File: src/e2c_pkg.sv
// e2c_pkg: types, constants and calendar helpers of the epoch-seconds to calendar block.
// Depends on nothing; used by the controller, the datapath and the top level.
`timescale 1ns / 1ps

package e2c_pkg;

   localparam int EpochBits = 32;
   localparam int DayBits   = 16;
   localparam int SecShift  = 37;
   localparam int HourShift = 36;
   localparam int WdayShift = 19;

   localparam logic [7:0] EPOCH_YEAR_OFS = 8'd70;
   localparam logic [2:0] EPOCH_WEEKDAY  = 3'd4;
   localparam logic [3:0] LAST_MONTH     = 4'd11;
   localparam logic       DIV_LAST_PHASE = 1'b1;

   typedef enum logic [2:0] {
      ST_IDLE,
      ST_DIV_SEC,
      ST_DIV_MIN,
      ST_DIV_HOUR,
      ST_DIV_WDAY,
      ST_YEAR,
      ST_MONTH,
      ST_EMIT
   } state_type;

   typedef enum logic [1:0] {
      DIV_SEC,
      DIV_MIN,
      DIV_HOUR,
      DIV_WDAY
   } div_sel_type;

   typedef struct packed {
      logic        load;
      logic        div_step;
      div_sel_type div_sel;
      logic        year_step;
      logic        month_step;
      logic        capture;
   } cmd_type;

   typedef struct packed {
      logic div_last;
      logic year_done;
      logic month_done;
   } status_type;

   typedef struct packed {
      logic [5:0] second_of_minute;
      logic [5:0] minute_of_hour;
      logic [4:0] hour_of_day;
      logic [2:0] weekday;
      logic [8:0] day_of_year;
      logic [7:0] years_since_1900;
      logic [3:0] month_index;
      logic [4:0] day_of_month;
   } result_type;

   function automatic logic [5:0] divisor(div_sel_type sel);
      logic [5:0] d;
      unique case (sel)
         DIV_SEC:  d = 6'd60;
         DIV_MIN:  d = 6'd60;
         DIV_HOUR: d = 6'd24;
         DIV_WDAY: d = 6'd7;
         default:  d = 6'd60;
      endcase
      return d;
   endfunction

   // Reciprocals: 60 and 24 are exact over 32-bit dividends, 7 over the 16-bit day count.
   function automatic logic [EpochBits-1:0] div_magic(div_sel_type sel);
      logic [EpochBits-1:0] m;
      unique case (sel)
         DIV_SEC:  m = 32'h8888_8889;
         DIV_MIN:  m = 32'h8888_8889;
         DIV_HOUR: m = 32'hAAAA_AAAB;
         DIV_WDAY: m = 32'd74899;
         default:  m = 32'h8888_8889;
      endcase
      return m;
   endfunction

   // Year is ofs + 1900; 1900 is a multiple of 4, and within 1900..2155 the
   // century years are offsets 0, 100 and 200, of which only 100 (2000) is leap.
   function automatic logic is_leap(logic [7:0] ofs);
      return (ofs[1:0] == 2'd0) && (ofs != 8'd0) && (ofs != 8'd200);
   endfunction

   function automatic logic [4:0] month_days(logic [3:0] m, logic leap);
      logic [4:0] len;
      case (m) inside
         4'd3, 4'd5, 4'd8, 4'd10: len = 5'd30;
         4'd1:                    len = leap ? 5'd29 : 5'd28;
         default:                 len = 5'd31;
      endcase
      return len;
   endfunction

endpackage

File: src/e2c_if.sv
// e2c_req_if / e2c_rsp_if: valid-ready channels of the calendar block.
// Depends on e2c_pkg for nothing but follows its field widths.
`timescale 1ns / 1ps

interface e2c_req_if;
   logic        valid;
   logic        ready;
   logic [31:0] epoch_seconds;

   modport source (output valid, output epoch_seconds, input ready);
   modport sink   (input valid, input epoch_seconds, output ready);
endinterface

interface e2c_rsp_if;
   logic       valid;
   logic       ready;
   logic [5:0] second_of_minute;
   logic [5:0] minute_of_hour;
   logic [4:0] hour_of_day;
   logic [2:0] weekday;
   logic [8:0] day_of_year;
   logic [7:0] years_since_1900;
   logic [3:0] month_index;
   logic [4:0] day_of_month;

   modport source (output valid, output second_of_minute, output minute_of_hour,
                   output hour_of_day, output weekday, output day_of_year,
                   output years_since_1900, output month_index, output day_of_month,
                   input ready);
   modport sink   (input valid, input second_of_minute, input minute_of_hour,
                   input hour_of_day, input weekday, input day_of_year,
                   input years_since_1900, input month_index, input day_of_month,
                   output ready);
endinterface

File: src/epoch_seconds_to_calendar_top.sv
// Sequence: accept, then the seconds, minutes, hours and weekday divisions, each a
// multiply phase and a shift phase, then the year loop, the month loop and one capture.
// One conversion runs at a time: a new request is taken only once the last is captured.
// A finished beat waits in the output register while the next request is taken, and a
// new capture waits until that beat is taken. Reset (synchronous) returns the
// sequencer to idle and drops the response valid.
`timescale 1ns / 1ps

module epoch_seconds_to_calendar_top
   import e2c_pkg::*;
(
   input logic   clock,
   input logic   reset,
   e2c_req_if.sink   req_chan,
   e2c_rsp_if.source rsp_chan
);

   cmd_type    cmd;
   status_type status;
   result_type result;

   e2c_ctrl u_ctrl (
      .clock     (clock),
      .reset     (reset),
      .req_valid (req_chan.valid),
      .req_ready (req_chan.ready),
      .rsp_valid (rsp_chan.valid),
      .rsp_ready (rsp_chan.ready),
      .status    (status),
      .cmd       (cmd)
   );

   e2c_datapath u_datapath (
      .clock         (clock),
      .reset         (reset),
      .epoch_seconds (req_chan.epoch_seconds),
      .cmd           (cmd),
      .status        (status),
      .result        (result)
   );

   assign rsp_chan.second_of_minute = result.second_of_minute;
   assign rsp_chan.minute_of_hour   = result.minute_of_hour;
   assign rsp_chan.hour_of_day      = result.hour_of_day;
   assign rsp_chan.weekday          = result.weekday;
   assign rsp_chan.day_of_year      = result.day_of_year;
   assign rsp_chan.years_since_1900 = result.years_since_1900;
   assign rsp_chan.month_index      = result.month_index;
   assign rsp_chan.day_of_month     = result.day_of_month;

endmodule

File: src/e2c_datapath.sv
// e2c_datapath: shared reciprocal-multiply constant divider, year and month subtractors,
// result register. Depends on e2c_pkg; driven by e2c_ctrl commands.
`timescale 1ns / 1ps

module e2c_datapath
   import e2c_pkg::*;
(
   input  logic                 clock,
   input  logic                 reset,
   input  logic [EpochBits-1:0] epoch_seconds,
   input  cmd_type              cmd,
   output status_type           status,
   output result_type           result
);

   logic [EpochBits-1:0]   quot_ff, quot_in;
   logic [2*EpochBits-1:0] prod_ff, prod_in;
   logic                   phase_ff, phase_in;
   logic [5:0]             sec_ff, sec_in;
   logic [5:0]             min_ff, min_in;
   logic [4:0]             hour_ff, hour_in;
   logic [2:0]             wday_ff, wday_in;
   logic [DayBits-1:0]     day_ff, day_in;
   logic [8:0]             yday_ff, yday_in;
   logic [7:0]             year_ff, year_in;
   logic [3:0]             month_ff, month_in;
   result_type             result_ff, result_in;

   logic [5:0]             div_d;
   logic [EpochBits-1:0]   div_m;
   logic [2*EpochBits-1:0] div_prod;
   logic [EpochBits-1:0]   div_q;
   logic [7:0]             div_qd;
   logic [7:0]             div_r;
   logic                   leap;
   logic [8:0]             ylen;
   logic [4:0]             mlen;
   logic                   div_last;
   logic                   year_done;
   logic                   month_done;

   always_comb begin
      div_d    = divisor(cmd.div_sel);
      div_m    = div_magic(cmd.div_sel);
      div_prod = {{EpochBits{1'b0}}, quot_ff} * {{EpochBits{1'b0}}, div_m};
      unique case (cmd.div_sel)
         DIV_SEC:  div_q = EpochBits'(prod_ff >> SecShift);
         DIV_MIN:  div_q = EpochBits'(prod_ff >> SecShift);
         DIV_HOUR: div_q = EpochBits'(prod_ff >> HourShift);
         DIV_WDAY: div_q = EpochBits'(prod_ff >> WdayShift);
         default:  div_q = EpochBits'(prod_ff >> SecShift);
      endcase
      div_qd     = 8'(div_q[7:0] * {2'b00, div_d});
      div_r      = quot_ff[7:0] - div_qd;
      leap       = is_leap(year_ff);
      ylen       = leap ? 9'd366 : 9'd365;
      mlen       = month_days(month_ff, leap);
      div_last   = phase_ff == DIV_LAST_PHASE;
      year_done  = day_ff < {{(DayBits-9){1'b0}}, ylen};
      month_done = (day_ff < {{(DayBits-5){1'b0}}, mlen}) || (month_ff >= LAST_MONTH);
   end

   always_comb begin
      quot_in   = quot_ff;
      prod_in   = prod_ff;
      phase_in  = phase_ff;
      sec_in    = sec_ff;
      min_in    = min_ff;
      hour_in   = hour_ff;
      wday_in   = wday_ff;
      day_in    = day_ff;
      yday_in   = yday_ff;
      year_in   = year_ff;
      month_in  = month_ff;
      result_in = result_ff;
      if (cmd.load) begin
         quot_in  = epoch_seconds;
         phase_in = 1'b0;
         year_in  = EPOCH_YEAR_OFS;
         month_in = 4'd0;
      end
      if (cmd.div_step) begin
         phase_in = ~phase_ff;
         if (!div_last) begin
            prod_in = div_prod;
         end else begin
            quot_in = div_q;
            unique case (cmd.div_sel)
               DIV_SEC:  sec_in  = div_r[5:0];
               DIV_MIN:  min_in  = div_r[5:0];
               DIV_HOUR: begin
                  hour_in = div_r[4:0];
                  day_in  = div_q[DayBits-1:0];
                  quot_in = div_q + EpochBits'(EPOCH_WEEKDAY);
               end
               DIV_WDAY: wday_in = div_r[2:0];
               default:  sec_in  = div_r[5:0];
            endcase
         end
      end
      if (cmd.year_step) begin
         if (year_done) begin
            yday_in = day_ff[8:0];
         end else begin
            day_in  = day_ff - {{(DayBits-9){1'b0}}, ylen};
            year_in = year_ff + 8'd1;
         end
      end
      if (cmd.month_step && !month_done) begin
         day_in   = day_ff - {{(DayBits-5){1'b0}}, mlen};
         month_in = month_ff + 4'd1;
      end
      if (cmd.capture) begin
         result_in.second_of_minute = sec_ff;
         result_in.minute_of_hour   = min_ff;
         result_in.hour_of_day      = hour_ff;
         result_in.weekday          = wday_ff;
         result_in.day_of_year      = yday_ff;
         result_in.years_since_1900 = year_ff;
         result_in.month_index      = month_ff;
         result_in.day_of_month     = day_ff[4:0] + 5'd1;
      end
   end

   always_ff @(posedge clock) begin
      if (reset) begin
         phase_ff <= 1'b0;
      end else begin
         phase_ff <= phase_in;
      end
   end

   always_ff @(posedge clock) begin
      quot_ff   <= quot_in;
      prod_ff   <= prod_in;
      sec_ff    <= sec_in;
      min_ff    <= min_in;
      hour_ff   <= hour_in;
      wday_ff   <= wday_in;
      day_ff    <= day_in;
      yday_ff   <= yday_in;
      year_ff   <= year_in;
      month_ff  <= month_in;
      result_ff <= result_in;
   end

   assign status.div_last   = div_last;
   assign status.year_done  = year_done;
   assign status.month_done = month_done;
   assign result            = result_ff;

endmodule

File: src/e2c_ctrl.sv
// e2c_ctrl: sequencer of the calendar block; steps the divider, year and month
// loops and owns the response valid. Depends on e2c_pkg.
`timescale 1ns / 1ps

module e2c_ctrl
   import e2c_pkg::*;
(
   input  logic       clock,
   input  logic       reset,
   input  logic       req_valid,
   output logic       req_ready,
   output logic       rsp_valid,
   input  logic       rsp_ready,
   input  status_type status,
   output cmd_type    cmd
);

   state_type state_ff, state_in;
   logic      rsp_valid_ff, rsp_valid_in;

   always_ff @(posedge clock) begin
      if (reset) begin
         state_ff     <= ST_IDLE;
         rsp_valid_ff <= 1'b0;
      end else begin
         state_ff     <= state_in;
         rsp_valid_ff <= rsp_valid_in;
      end
   end

   always_comb begin
      state_in  = state_ff;
      cmd       = '0;
      req_ready = 1'b0;
      unique case (state_ff)
         ST_IDLE: begin
            req_ready = 1'b1;
            if (req_valid) begin
               cmd.load = 1'b1;
               state_in = ST_DIV_SEC;
            end
         end
         ST_DIV_SEC: begin
            cmd.div_step = 1'b1;
            cmd.div_sel  = DIV_SEC;
            if (status.div_last) state_in = ST_DIV_MIN;
         end
         ST_DIV_MIN: begin
            cmd.div_step = 1'b1;
            cmd.div_sel  = DIV_MIN;
            if (status.div_last) state_in = ST_DIV_HOUR;
         end
         ST_DIV_HOUR: begin
            cmd.div_step = 1'b1;
            cmd.div_sel  = DIV_HOUR;
            if (status.div_last) state_in = ST_DIV_WDAY;
         end
         ST_DIV_WDAY: begin
            cmd.div_step = 1'b1;
            cmd.div_sel  = DIV_WDAY;
            if (status.div_last) state_in = ST_YEAR;
         end
         ST_YEAR: begin
            cmd.year_step = 1'b1;
            if (status.year_done) state_in = ST_MONTH;
         end
         ST_MONTH: begin
            cmd.month_step = 1'b1;
            if (status.month_done) state_in = ST_EMIT;
         end
         ST_EMIT: begin
            if (!rsp_valid_ff || rsp_ready) begin
               cmd.capture = 1'b1;
               state_in    = ST_IDLE;
            end
         end
         default: state_in = ST_IDLE;
      endcase
   end

   always_comb begin
      if (cmd.capture) begin
         rsp_valid_in = 1'b1;
      end else if (rsp_ready) begin
         rsp_valid_in = 1'b0;
      end else begin
         rsp_valid_in = rsp_valid_ff;
      end
   end

   assign rsp_valid = rsp_valid_ff;

endmodule

File: src/flat_wrapper.sv
// flat-port wrapper written by rule: the top's interface ports become plain ports
module epoch_seconds_to_calendar_top_flat import e2c_pkg::*;
  (clock, reset, req_chan_valid, req_chan_epoch_seconds, req_chan_ready, rsp_chan_valid, rsp_chan_second_of_minute, rsp_chan_minute_of_hour, rsp_chan_hour_of_day, rsp_chan_weekday, rsp_chan_day_of_year, rsp_chan_years_since_1900, rsp_chan_month_index, rsp_chan_day_of_month, rsp_chan_ready);
  e2c_req_if req_chan_i ();
  e2c_rsp_if rsp_chan_i ();
  input logic clock;
  input logic reset;
  input wire logic [$bits(req_chan_i.valid)-1:0] req_chan_valid;
  input wire logic [$bits(req_chan_i.epoch_seconds)-1:0] req_chan_epoch_seconds;
  output wire logic [$bits(req_chan_i.ready)-1:0] req_chan_ready;
  output wire logic [$bits(rsp_chan_i.valid)-1:0] rsp_chan_valid;
  output wire logic [$bits(rsp_chan_i.second_of_minute)-1:0] rsp_chan_second_of_minute;
  output wire logic [$bits(rsp_chan_i.minute_of_hour)-1:0] rsp_chan_minute_of_hour;
  output wire logic [$bits(rsp_chan_i.hour_of_day)-1:0] rsp_chan_hour_of_day;
  output wire logic [$bits(rsp_chan_i.weekday)-1:0] rsp_chan_weekday;
  output wire logic [$bits(rsp_chan_i.day_of_year)-1:0] rsp_chan_day_of_year;
  output wire logic [$bits(rsp_chan_i.years_since_1900)-1:0] rsp_chan_years_since_1900;
  output wire logic [$bits(rsp_chan_i.month_index)-1:0] rsp_chan_month_index;
  output wire logic [$bits(rsp_chan_i.day_of_month)-1:0] rsp_chan_day_of_month;
  input wire logic [$bits(rsp_chan_i.ready)-1:0] rsp_chan_ready;
  assign req_chan_i.valid = req_chan_valid;
  assign req_chan_i.epoch_seconds = req_chan_epoch_seconds;
  assign req_chan_ready = req_chan_i.ready;
  assign rsp_chan_valid = rsp_chan_i.valid;
  assign rsp_chan_second_of_minute = rsp_chan_i.second_of_minute;
  assign rsp_chan_minute_of_hour = rsp_chan_i.minute_of_hour;
  assign rsp_chan_hour_of_day = rsp_chan_i.hour_of_day;
  assign rsp_chan_weekday = rsp_chan_i.weekday;
  assign rsp_chan_day_of_year = rsp_chan_i.day_of_year;
  assign rsp_chan_years_since_1900 = rsp_chan_i.years_since_1900;
  assign rsp_chan_month_index = rsp_chan_i.month_index;
  assign rsp_chan_day_of_month = rsp_chan_i.day_of_month;
  assign rsp_chan_i.ready = rsp_chan_ready;
  epoch_seconds_to_calendar_top u_core (.clock(clock), .reset(reset), .req_chan(req_chan_i), .rsp_chan(rsp_chan_i));
endmodule
File: config.mk
export PLATFORM = sky130hd
export DESIGN_NAME = epoch_seconds_to_calendar_top_flat
export DESIGN_NICKNAME = d
export VERILOG_FILES = /design/src/e2c_pkg.sv /design/src/e2c_if.sv /design/src/epoch_seconds_to_calendar_top.sv /design/src/e2c_datapath.sv /design/src/e2c_ctrl.sv /design/src/flat_wrapper.sv
export SDC_FILE = /design/constraint.sdc
export NUM_CORES = 2
export LEC_CHECK = 0
export ABC_AREA = 1
export BUFFER_PORTS_ARGS = -buffer_cell sky130_fd_sc_hd__buf_2
export CORE_UTILIZATION = 50
export CTS_BUF_LIST = sky130_fd_sc_hd__clkbuf_4
export DETAILED_ROUTE_END_ITERATION = 8
export PLACE_DENSITY = 0.63
export REMOVE_ABC_BUFFERS = 1
export SETUP_SLACK_MARGIN = 0.5
export SYNTH_ARGS = -nofsm -noshare
export SYNTH_HDL_FRONTEND = slang
export SYNTH_SLANG_ARGS = --single-unit
File: constraint.sdc
create_clock -name clock -period 19.26 [get_ports clock]
set_clock_uncertainty 0.2 [all_clocks]
set_input_delay 0.963 -clock clock [delete_from_list [all_inputs] [get_ports clock]]
set_output_delay 0.963 -clock clock [all_outputs]
set_load 0.05 [all_outputs]
==> results.cfg <==
[setup_path]
cp.required_ps = 19490
rr_worst_depth = 27
r2r-start = u_core.u_ctrl.state_ff[1]
r2r_end = u_core.u_datapath.prod_ff[29]
cpMostUsedCell = fa_1
crit_path_top_delay_cell = dfxtp_1
reg2reg_slack_ps = 9590
critPathKind = flip-flop to flip-flop
path_max_fanout = 46
crit_arrival_ps = 9900
start_kind = flip-flop
end_kind = flip-flop
slowest_delay_ps = 680

[logic_synthesis]
ys.flop_type = edfxtp_1
ys_seq_area_share_pct = 15.0
syn_area_mm2 = 0.0329
syn_inst = 4031
synth_edf_count = 124
synth_async_sr_flop_share_pct = 0
synth_top_area_cell = fa_1
synth_most_common_cell = inv_1
yosysTopAreaCellShare_pct = 29.8
yosys_warnings = 0
synthTopCellsByArea = fa_1, ha_1, inv_1
yosysUniqueCellTypes = 54
synth_common_cells = inv_1, nand2_1, fa_1
syn_area_per_cell_um2 = 8.16
synth_seq_cells = 185

[clocking]
cts.clk_slew.worst_paths_ps = 210
cts_buffer_depth = 2
cts.repair.resized = 0
post_cts_buffers = 0
root_buffer = clkbuf_4
clk-insertion-delay-late_ps = 680
cts_sinks = 185
postCtsHoldBufs = 0
numCtsBuffers = 17
cts_tree = built
htree_num_levels = 4

[routing]
dr.pass1.iters = 6
dr.first_iter.drc_count = 2968
routed-wl-met3_mm = 9.07
wl_met2_mm = 49.7
drc_errors = 0
wl_per_cell_um = 22.5
routed_via_density = 5.42
antenna_left = 0
routed_wl_mm = 113
num_vias = 27142
wl_met1_mm = 48.3
top_layer_used = met4

[flow_run]
maxCapViolations = 0

[timing]
max_freq_ghz = 0.103
tightest_slew_ps = 1070
rsz0062_at_grt = false
period_minus_slack_ps = 9670
slew-limit-headroom_pct = 28.6
slew_viol_final = 0
setup_viol = 0
period_share_pct = 50.2
worst_slack_ps = 9590
finalHoldViolCount = 0
finalSetupTns_ps = 0

[grt]
grt_pass1_vias = 26848
grt_max_degree = 55
grt_pass1_wl_mm = 169
track_usage_pct = 34.6
overflow = 0
antenna_found_initial = 2

[cells_and_area]
fin_area_mm2 = 0.0347
area_delta_synth_final_pct = 5.46
fill_cells = 6392
fin_nets = 5086
register_area_mm2 = 0.00494
drive_gt1_share_pct = 5.11
multi_input_comb_area_mm2 = 0.0239

[placed_design]
post-dp-hpwl_mm = 99.9
place_area_mm2 = 0.0343
gp_congestion = 1.04
port_buffers = 83
dp_slack_ps = 9800

[floorplan]
die_x_um = 258
rows = 93
fp.dieH_um = 258
io_pins = 84
core_mm2 = 0.0647
die_area_mm2 = 0.0668
start_util_pct = 50.8

[min_path]
min_from = u_core.u_datapath.sec_ff[1]
holdPathEnd = u_core.u_datapath.result[41]
hold_class = flip-flop to flip-flop
min_delay_path_depth = 0

[run_status]
outcome = completed
## worst max-delay path by stage
stage / from / to / slack, ps / cells after the start
floorplan: u_core.u_ctrl.state_ff[1] / u_core.u_datapath.prod_ff[55] / 11440 / 25
global placement: u_core.u_ctrl.state_ff[2] / u_core.u_datapath.prod_ff[49] / 9850 / 25
detailed placement: u_core.u_ctrl.state_ff[2] / u_core.u_datapath.prod_ff[55] / 9800 / 26
CTS: u_core.u_ctrl.state_ff[2] / u_core.u_datapath.prod_ff[55] / 9790 / 26
global route: u_core.u_ctrl.state_ff[1] / u_core.u_datapath.prod_ff[61] / 9350 / 30
finish: u_core.u_ctrl.state_ff[1] / u_core.u_datapath.prod_ff[29] / 9590 / 27
## logic make-up after synthesis
group | after synthesis | synth area share (%)
AO/OA/AOI/OAI | 386 | 6.47
XOR/XNOR | 101 | 2.69
adder cells (fa/ha/maj) | 915 | 46.0
buffers and inverters | 1088 | 12.7
flip-flops | 185 | 15.0
other | 2 | 0.0228
AND/OR/NAND/NOR | 1354 | 17.1
## cell usage in the layout (no fill, tap or decap), drive strengths merged, types with 19 or more instances in the layout
cell / instances
dfxtp: 61
ha: 425
nand4: 28
nor2: 393
inv: 1034
fa: 490
conb: 49
o21ai: 174
a21oi: 134
o21bai: 20
nand3: 115
buf: 93
nand2: 765
xor2: 82
xnor2: 19
nor3: 28
edfxtp: 124
## sequential cells by signal, summed over array words and instances, names as in the netlist, 6 cells and up
name	cells
u_core.u_datapath.yday_ff	9
u_core.u_datapath.prod_ff	45
u_core.u_datapath.sec_ff	6
u_core.u_datapath.min_ff	6
u_core.u_datapath.year_ff	8
u_core.u_datapath.quot_ff	32
u_core.u_datapath.day_ff	16
u_core.u_datapath.result	46
## critical path, delay by kind of cell (launching register included)
family / cells / cell delay (ps)
DFF: 1 / 680
AOI/OAI and AO/OA: 5 / 1530
and+or+nand+nor: 5 / 810
adders and majority gates: 8 / 3990
xor gates and xnor gates: 1 / 420
buffers and inverters: 8 / 1760
## stage by stage
stage	hold WS [ps]	utilization, %	cells
6_report	229	53.6	5005
5_1_grt	219	53.6	5005
4_1_cts	218	53.6	5003
3_5_place_dp	205	53.1	4971
3_3_place_gp	201	53.1	4971
2_1_floorplan	200	-	4023
## layer usage
metal  track usage, %  vias up
met4             14.5        0
met1             48.7    13171
met3             4.33      248
met5                0        -
met2             53.9     1258
li1                 -    12465
## layout make-up
cell class	instances	share of cell area (%)
Clock buffer	17	0.368
Tap cell	855	3.08
Multi-Input combinational cell	2805	69.0
Sequential cell	185	14.3
Clock inverter	15	0.635
Inverter	1033	11.2
Antenna cell	2	0.0144
Timing Repair Buffer	93	1.41
Power is not shown: default switching activity piles up to over one toggle a cycle in this logic, so the estimate is an artifact.
